[src/hdl/pirl_pkg.sv]
// ----------------------------------------------------------------------------
// pirl_pkg
// Shared types and codes for the positional insert/remove list.
// ----------------------------------------------------------------------------
package pirl_pkg;

    localparam int CAPACITY_DEF      = 16;
    localparam int ELEMENT_WIDTH_DEF = 32;

    localparam int CMD_W   = 2;
    localparam int POS_W   = 5;
    localparam int VALUE_W = 32;
    localparam int COUNT_W = 5;
    localparam int STAT_W  = 2;

    // command codes
    localparam logic [CMD_W-1:0] CMD_INSERT = 2'd0;
    localparam logic [CMD_W-1:0] CMD_REMOVE = 2'd1;
    localparam logic [CMD_W-1:0] CMD_READ   = 2'd2;

    // status codes
    localparam logic [STAT_W-1:0] STAT_DONE  = 2'd0;
    localparam logic [STAT_W-1:0] STAT_RANGE = 2'd1;
    localparam logic [STAT_W-1:0] STAT_FULL  = 2'd2;

    typedef struct packed {
        logic [CMD_W-1:0]   command;
        logic [POS_W-1:0]   position;
        logic [VALUE_W-1:0] value;
    } req_t;

    typedef struct packed {
        logic [VALUE_W-1:0] read_value;
        logic [COUNT_W-1:0] element_count;
        logic [STAT_W-1:0]  status;
    } rsp_t;

    typedef enum logic {
        CTRL_EMPTY,
        CTRL_HOLD
    } ctrl_state_t;

    // controller to datapath
    typedef struct packed {
        logic exec;
    } dp_cmd_t;

    // datapath to controller
    typedef struct packed {
        logic list_empty;
        logic list_full;
    } dp_stat_t;

endpackage

[src/hdl/positional_insert_remove_list.sv]
// ----------------------------------------------------------------------------
// positional_insert_remove_list
// Fixed-capacity ordered list with insert, remove and read at a position.
// ----------------------------------------------------------------------------
// Usage:
//   req channel (req_valid/req_ready, payload req): one command per transfer,
//   insert at 1-based position 1..count+1, remove or read at 1..count.
//   rsp channel (rsp_valid/rsp_ready, payload rsp): exactly one result per
//   command, carrying the read value (zero unless a read succeeded), the
//   element count after the command and a status (done, out of range, full).
//   The result is registered and valid the cycle after the command transfer.
//   Throughput: one command per cycle while results are taken; every entry cell shifts in parallel
//   in the accept cycle, so the row of cells sets the per-command cost.
//   A new command is taken while a result waits only if rsp_ready is high
//   in that cycle: the single result register drains and refills at once.
//   When the receiver stalls, the result holds and req_ready drops.
//   Reset empties the list (count zero); entry contents are not cleared and
//   are only visible after an insert has written them.
// ----------------------------------------------------------------------------
module positional_insert_remove_list
#(
    parameter int CAPACITY      = pirl_pkg::CAPACITY_DEF,
    parameter int ELEMENT_WIDTH = pirl_pkg::ELEMENT_WIDTH_DEF
)
(
    input  logic           clk,
    input  logic           rst_n,
    input  logic           req_valid,
    output logic           req_ready,
    input  pirl_pkg::req_t req,
    output logic           rsp_valid,
    input  logic           rsp_ready,
    output pirl_pkg::rsp_t rsp
);

    // command from controller, status back from datapath
    pirl_pkg::dp_cmd_t  cmd;
    pirl_pkg::dp_stat_t stat;

    // sequence the handshake and the result slot
    pirl_ctrl u_ctrl
    (
        .clk       (clk),
        .rst_n     (rst_n),
        .req_valid (req_valid),
        .req_ready (req_ready),
        .rsp_valid (rsp_valid),
        .rsp_ready (rsp_ready),
        .cmd       (cmd),
        .stat      (stat)
    );

    // hold entries and count, compute each result
    pirl_datapath
    #(
        .CAPACITY      (CAPACITY),
        .ELEMENT_WIDTH (ELEMENT_WIDTH)
    )
    u_datapath
    (
        .clk   (clk),
        .rst_n (rst_n),
        .cmd   (cmd),
        .stat  (stat),
        .req   (req),
        .rsp   (rsp)
    );

endmodule

[src/hdl/pirl_ctrl.sv]
// ----------------------------------------------------------------------------
// pirl_ctrl
// Handshake controller: one output register slot, refilled on the same
// cycle it drains.
// ----------------------------------------------------------------------------
module pirl_ctrl
(
    input  logic               clk,
    input  logic               rst_n,
    input  logic               req_valid,
    output logic               req_ready,
    output logic               rsp_valid,
    input  logic               rsp_ready,
    output pirl_pkg::dp_cmd_t  cmd,
    input  pirl_pkg::dp_stat_t stat
);

    pirl_pkg::ctrl_state_t state_reg;
    pirl_pkg::ctrl_state_t state_next;

    always_ff @(posedge clk or negedge rst_n)
    begin
        if (!rst_n)
        begin
            state_reg <= pirl_pkg::CTRL_EMPTY;
        end
        else
        begin
            state_reg <= state_next;
        end
    end

    always_comb
    begin
        state_next = state_reg;
        req_ready  = 1'b0;
        rsp_valid  = 1'b0;
        cmd.exec   = 1'b0;
        unique case (state_reg)
            pirl_pkg::CTRL_EMPTY:
            begin
                req_ready = 1'b1;
                cmd.exec  = req_valid;
                if (req_valid)
                begin
                    state_next = pirl_pkg::CTRL_HOLD;
                end
            end
            pirl_pkg::CTRL_HOLD:
            begin
                rsp_valid = 1'b1;
                req_ready = rsp_ready;
                cmd.exec  = req_valid && rsp_ready;
                if (rsp_ready && !req_valid)
                begin
                    state_next = pirl_pkg::CTRL_EMPTY;
                end
            end
            default:
            begin
                state_next = pirl_pkg::CTRL_EMPTY;
            end
        endcase
    end

`ifndef SYNTHESIS
    // an executed command always leaves a result waiting
    a_exec_fills: assert property (@(posedge clk) disable iff (!rst_n)
        cmd.exec |=> state_reg == pirl_pkg::CTRL_HOLD)
        else $error("result slot not filled after execute");

    // count bounds seen from the datapath never claim both empty and full
    a_stat_excl: assert property (@(posedge clk) disable iff (!rst_n)
        !(stat.list_empty && stat.list_full))
        else $error("list reported empty and full at once");

    // a held result that is not taken stays held
    a_hold_keeps: assert property (@(posedge clk) disable iff (!rst_n)
        (state_reg == pirl_pkg::CTRL_HOLD && !rsp_ready) |=>
            state_reg == pirl_pkg::CTRL_HOLD)
        else $error("result dropped while stalled");
`endif

endmodule

[src/hdl/pirl_datapath.sv]
// ----------------------------------------------------------------------------
// pirl_datapath
// Row of entry cells that shift up or down in parallel, the count register
// and the result register.
// ----------------------------------------------------------------------------
module pirl_datapath
#(
    parameter int CAPACITY      = pirl_pkg::CAPACITY_DEF,
    parameter int ELEMENT_WIDTH = pirl_pkg::ELEMENT_WIDTH_DEF
)
(
    input  logic               clk,
    input  logic               rst_n,
    input  pirl_pkg::dp_cmd_t  cmd,
    output pirl_pkg::dp_stat_t stat,
    input  pirl_pkg::req_t     req,
    output pirl_pkg::rsp_t     rsp
);

    localparam int CNT_W = $clog2(CAPACITY + 1);
    localparam int IDX_W = (CAPACITY > 1) ? $clog2(CAPACITY) : 1;
    localparam int CMP_W = CNT_W + pirl_pkg::POS_W + 1;

    logic [ELEMENT_WIDTH-1:0] entries_reg [CAPACITY];
    logic [ELEMENT_WIDTH-1:0] below       [CAPACITY];
    logic [ELEMENT_WIDTH-1:0] above       [CAPACITY];

    logic [CNT_W-1:0]  count_reg;
    logic [CNT_W-1:0]  count_next;
    pirl_pkg::rsp_t    rsp_reg;
    pirl_pkg::rsp_t    rsp_next;

    logic [CMP_W-1:0]         pos_ext;
    logic [CMP_W-1:0]         cnt_ext;
    logic [CMP_W-1:0]         idx_ext;
    logic [IDX_W-1:0]         rd_idx;
    logic [ELEMENT_WIDTH-1:0] new_elem;
    logic                     pos_nonzero;
    logic                     do_insert;
    logic                     do_remove;

    assign pos_ext     = CMP_W'(req.position);
    assign cnt_ext     = CMP_W'(count_reg);
    assign idx_ext     = pos_ext - CMP_W'(1);
    assign rd_idx      = idx_ext[IDX_W-1:0];
    assign new_elem    = ELEMENT_WIDTH'(req.value);
    assign pos_nonzero = (req.position != '0);

    always_comb
    begin
        count_next             = count_reg;
        do_insert              = 1'b0;
        do_remove              = 1'b0;
        rsp_next.read_value    = '0;
        rsp_next.status        = pirl_pkg::STAT_RANGE;
        priority if (req.command == pirl_pkg::CMD_INSERT)
        begin
            if (pos_nonzero && pos_ext <= cnt_ext + CMP_W'(1))
            begin
                if (cnt_ext >= CMP_W'(CAPACITY))
                begin
                    rsp_next.status = pirl_pkg::STAT_FULL;
                end
                else
                begin
                    do_insert       = 1'b1;
                    count_next      = count_reg + CNT_W'(1);
                    rsp_next.status = pirl_pkg::STAT_DONE;
                end
            end
        end
        else if (req.command == pirl_pkg::CMD_REMOVE)
        begin
            if (pos_nonzero && pos_ext <= cnt_ext)
            begin
                do_remove       = 1'b1;
                count_next      = count_reg - CNT_W'(1);
                rsp_next.status = pirl_pkg::STAT_DONE;
            end
        end
        else if (req.command == pirl_pkg::CMD_READ)
        begin
            if (pos_nonzero && pos_ext <= cnt_ext)
            begin
                rsp_next.read_value = pirl_pkg::VALUE_W'(entries_reg[rd_idx]);
                rsp_next.status     = pirl_pkg::STAT_DONE;
            end
        end
        else
        begin
            // unused command code: report out of range, change nothing
            rsp_next.status = pirl_pkg::STAT_RANGE;
        end
        rsp_next.element_count = pirl_pkg::COUNT_W'(count_next);
    end

    // neighbor taps for the shift chain
    for (genvar i = 0; i < CAPACITY; i++)
    begin : g_tap
        if (i == 0)
        begin : g_lo
            assign below[i] = '0;
        end
        else
        begin : g_lo
            assign below[i] = entries_reg[i-1];
        end
        if (i == CAPACITY - 1)
        begin : g_hi
            assign above[i] = '0;
        end
        else
        begin : g_hi
            assign above[i] = entries_reg[i+1];
        end

        always_ff @(posedge clk)
        begin
            if (cmd.exec && do_insert)
            begin
                if (CMP_W'(i) == idx_ext)
                begin
                    entries_reg[i] <= new_elem;
                end
                else if (CMP_W'(i) > idx_ext)
                begin
                    entries_reg[i] <= below[i];
                end
            end
            else if (cmd.exec && do_remove)
            begin
                if (CMP_W'(i) >= idx_ext)
                begin
                    entries_reg[i] <= above[i];
                end
            end
        end
    end

    always_ff @(posedge clk or negedge rst_n)
    begin
        if (!rst_n)
        begin
            count_reg <= '0;
        end
        else if (cmd.exec)
        begin
            count_reg <= count_next;
        end
    end

    always_ff @(posedge clk)
    begin
        if (cmd.exec)
        begin
            rsp_reg <= rsp_next;
        end
    end

    assign rsp             = rsp_reg;
    assign stat.list_empty = (count_reg == '0);
    assign stat.list_full  = (count_reg == CNT_W'(CAPACITY));

`ifndef SYNTHESIS
    a_count_bound: assert property (@(posedge clk) disable iff (!rst_n)
        count_reg <= CNT_W'(CAPACITY))
        else $error("count above capacity");

    a_count_hold: assert property (@(posedge clk) disable iff (!rst_n)
        !cmd.exec |=> $stable(count_reg))
        else $error("count moved without a command");

    a_insert_grows: assert property (@(posedge clk) disable iff (!rst_n)
        (cmd.exec && do_insert) |=> count_reg == $past(count_reg) + CNT_W'(1))
        else $error("insert did not grow the list");

    a_remove_shrinks: assert property (@(posedge clk) disable iff (!rst_n)
        (cmd.exec && do_remove) |=> count_reg == $past(count_reg) - CNT_W'(1))
        else $error("remove did not shrink the list");
`endif

endmodule

[config.mk]
export PLATFORM = sky130hd
export DESIGN_NAME = positional_insert_remove_list
export DESIGN_NICKNAME = d
export VERILOG_FILES = /design/src/hdl/pirl_pkg.sv /design/src/hdl/positional_insert_remove_list.sv /design/src/hdl/pirl_ctrl.sv /design/src/hdl/pirl_datapath.sv
export SDC_FILE = /design/constraint.sdc
export NUM_CORES = 2
export LEC_CHECK = 0
export ABC_CLOCK_PERIOD_IN_PS = 6100
export BUFFER_PORTS_ARGS = -buffer_cell sky130_fd_sc_hd__buf_2
export CAP_MARGIN = 25
export CORE_MARGIN = 5
export CORE_UTILIZATION = 35
export CTS_CLUSTER_DIAMETER = 50
export DETAILED_ROUTE_END_ITERATION = 16
export GPL_TIMING_DRIVEN = 0
export MAX_ROUTING_LAYER = met4
export PLACE_DENSITY = 0.63
export SLEW_MARGIN = 30
export SYNTH_ARGS = -nofsm -noshare
export SYNTH_HDL_FRONTEND = slang
export SYNTH_HIERARCHICAL = 1
export SYNTH_SLANG_ARGS = --single-unit
export TNS_END_PERCENT = 10
[constraint.sdc]
create_clock -name clk -period 6.1 [get_ports clk]
set_clock_uncertainty 0.2 [all_clocks]
set_input_delay 0.305 -clock clk [delete_from_list [all_inputs] [get_ports clk]]
set_output_delay 0.305 -clock clk [all_outputs]
set_load 0.03 [all_outputs]
==> impl_metrics.py <==
metrics = {
    "run_status": {
        "status": "finished clean",
    },
    "pwr": {
        "leakagePower_nw": 13.3,
        "ir_worst_vdd_v": 0.000182,
        "cellPowerDensity_nw_per_um2": 286,
    },
    "clock_network": {
        "clock-root-buffer": "clkbuf_16",
        "post_cts_buffers": 0,
        "clock_tree_from_tritoncts": "done",
        "cts_inserted_buffers": 77,
        "cts.sinks": 557,
        "worstSkewPairLatency_ns": 0.65,
        "cts.reportedPaths.clkPinSlew_ns": 0.05,
        "cts.hold.buffers_added": 30,
        "post_cts.resized_instances": 0,
        "clock_path_buffers": 3,
        "clock_tree.htree_level_count": 3,
    },
    "global_route": {
        "global_route.overflow_total": 0,
        "vias_in_the_first_global_route": 25013,
        "grtUsageTotal": 0.257,
        "first_pass_grt_wire_length_mm": 180,
        "grt_start_max_net_pins": 48,
        "number_of_antenna_violations_at_the_first_check_in_global_routing": 6,
    },
    "critical_path": {
        "cpPeakStageDelay_ns": 0.72,
        "critical_path_cell_by_cell": "ha_1, nand3_1, ha_1, inv_1, ha_1, nand3_1, o21bai_1, a31oi_2, buf_4, nor3_2, o21ai_1, clkbuf_2, nor2_4, buf_16, buf_16",
        "worstPathMaxFanout": 12,
        "cpMostUsedCell": "ha_1",
        "setup.worst_path.class": "reg -> reg",
        "required_ns": 6.29,
        "cp.buffers_inverters": 5,
        "arrival_ns": 5.47,
        "critical_path.endpoint_type": "flop",
        "reg2reg_end": "u_datapath/entries_reg[12][3]",
        "worst-r2r-setup-slack_ns": 0.82,
        "reg2reg_from": "u_datapath/count_reg[0]",
        "crit_path_top_delay_cell": "o21ai_1",
        "rr_worst_depth": 15,
        "critPathTopFamily": "compound AO/OA/AOI/OAI gates",
        "cp-start-kind": "flop",
    },
    "die": {
        "floorplan.rows": 112,
        "fp.dieH_microns": 315,
        "starting_density": 0.351,
        "total_die_area_sq_um": 99400,
        "num_io_pins": 84,
        "horizontal_extent_of_the_die_microns": 315,
        "fp.coreArea_sq_um": 92900,
    },
    "detailed_routing": {
        "detail_route.iter0.violations": 3717,
        "via_per_inst": 6.07,
        "ant_nets": 0,
        "drt-pass1-iter-count": 7,
        "vias": 25985,
        "wl_per_cell_microns": 29.8,
        "detail_route.wirelength_mm": 128,
        "post-route-drc-count": 0,
    },
    "min_path": {
        "holdCritPathClass": "in -> reg",
        "worst_hold_path.endpoint": "u_datapath/entries_reg[2][11]",
        "worstHoldStart": "req[11]",
        "holdPathStages": 3,
    },
    "sta": {
        "finalWorstPathRequiredPeriod_ns": 5.28,
        "hold_viol_final": 0,
        "slew_viol_final": 0,
        "clock.fmax_mhz": 189,
        "grt_setup_unrepaired": "no",
        "timing.final.setup_violations": 0,
        "finalCritPeriodShare": 0.866,
        "timing.hold.ws_ns": 0.0295,
        "max_slew.worst_pin.slew_ns": 1.12,
        "relSlewSlack": 0.256,
    },
    "synth": {
        "synth-warning-count": 6,
        "postSynthCellCount": 2722,
        "synth.avg_cell_area_sq_um": 12.0,
        "postSynthNetCount": 2783,
        "syn_area_sq_um": 32600,
    },
    "place": {
        "place.detailed.hpwl_mm": 93.5,
        "dpl.cell_count": 4102,
        "area_post_placement_sq_um": 35500,
        "gp_routability_congestion": 0.998,
        "buffers_added_on_ports": 83,
    },
    "final_layout": {
        "number_of_flip_flops_under_the_largest_register_name": 512,
        "fill_cells": 8713,
        "finalNonFillerCells": 4279,
        "layout.core_utilization": 0.413,
        "multi_input_area_sq_um": 14900,
        "fin_area_sq_um": 38400,
        "nets": 3019,
        "post_route_cells_drive_above_1_share": 0.230,
        "layout.area.seq_sq_um": 16700,
        "layout-area-overhead-vs-synth_pct": 17.8,
    },
    "run": {
        "max_capacitance_violation_count": 0,
    },
}
placed cells by master, fill, tap and decap left out, types with 24 or more instances in the layout:
cell type	n
dlygate4sd3_1	30
nor2_1	277
mux2_1	190
mux4_2	160
a31oi_1	238
a21oi_1	62
a22o_1	65
mux2_2	130
clkbuf_1	144
clkbuf_16	81
mux2i_1	32
edfxtp_1	551
nor2b_1	36
buf_2	149
buf_4	24
nand2_1	509
through the flow:
| step | total power [W] | setup WS, ns | setup TNS [ns] |
|---|---|---|---|
| 2_1_floorplan | 0.00565 | 0.428 | 0 |
| 3_3_place_gp | 0.00624 | -2.94 | -573.87 |
| 3_5_place_dp | 0.00631 | 0.889 | 0 |
| 4_1_cts | 0.0110 | 0.854 | 0 |
| 5_1_grt | 0.0113 | 0.594 | 0 |
| 6_report | 0.0110 | 0.818 | 0 |
worst max path at each step:
stage,slack [ns],cells past startpoint,start,endpoint
2_1_floorplan,0.43,12,u_datapath/count_reg[0],u_datapath/entries_reg[6][0]
3_3_place_gp,-2.94,9,req[32],u_datapath/entries_reg[1][3]
3_5_place_dp,0.89,15,u_datapath/count_reg[0],u_datapath/entries_reg[15][3]
4_1_cts,0.85,15,u_datapath/count_reg[0],u_datapath/entries_reg[15][4]
5_1_grt,0.59,15,u_datapath/count_reg[0],u_datapath/entries_reg[15][4]
6_report,0.82,15,u_datapath/count_reg[0],u_datapath/entries_reg[12][3]
power by group:
group / leakage [nW] / switching, W / internal [W]
registers: 5.07 / 0.0000904 / 0.00440
clock network: 1.27 / 0.00187 / 0.00280
logic: 6.97 / 0.00114 / 0.000678
total: 13.3 / 0.00310 / 0.00788
cell type report:
type	count	area share
clock buffer	87	0.0536
antenna	7	0.000456
tap	1254	0.0408
multi-input combinational	1906	0.388
inverter	12	0.00117
clock inverter	52	0.0145
sequential	557	0.435
buffer	247	0.0296
timing repair buffer	157	0.0376
per-layer routing:
layer | global-route usage | routed length (microns) | vias to the layer above | part of all wire
met1 | 0.316 | 47300 | 12848 | 0.37
met5 | - | 0 | - | 0
met2 | 0.378 | 55700 | 1851 | 0.44
met4 | 0.146 | 8480 | 0 | 0.066
li1 | - | - | 10865 | -
met3 | 0.0760 | 16100 | 421 | 0.13
worst register-to-register path, cell delays in order, from the launching register on:
cell	delay (ns)
dfrtp_1	0.50
ha_1	0.29
nand3_1	0.10
ha_1	0.29
inv_1	0.04
ha_1	0.30
nand3_1	0.12
o21bai_1	0.20
a31oi_2	0.52
buf_4	0.34
nor3_2	0.12
o21ai_1	0.72
clkbuf_2	0.64
nor2_4	0.22
buf_16	0.23
buf_16	0.17
Power figures use the tool's default switching activity.
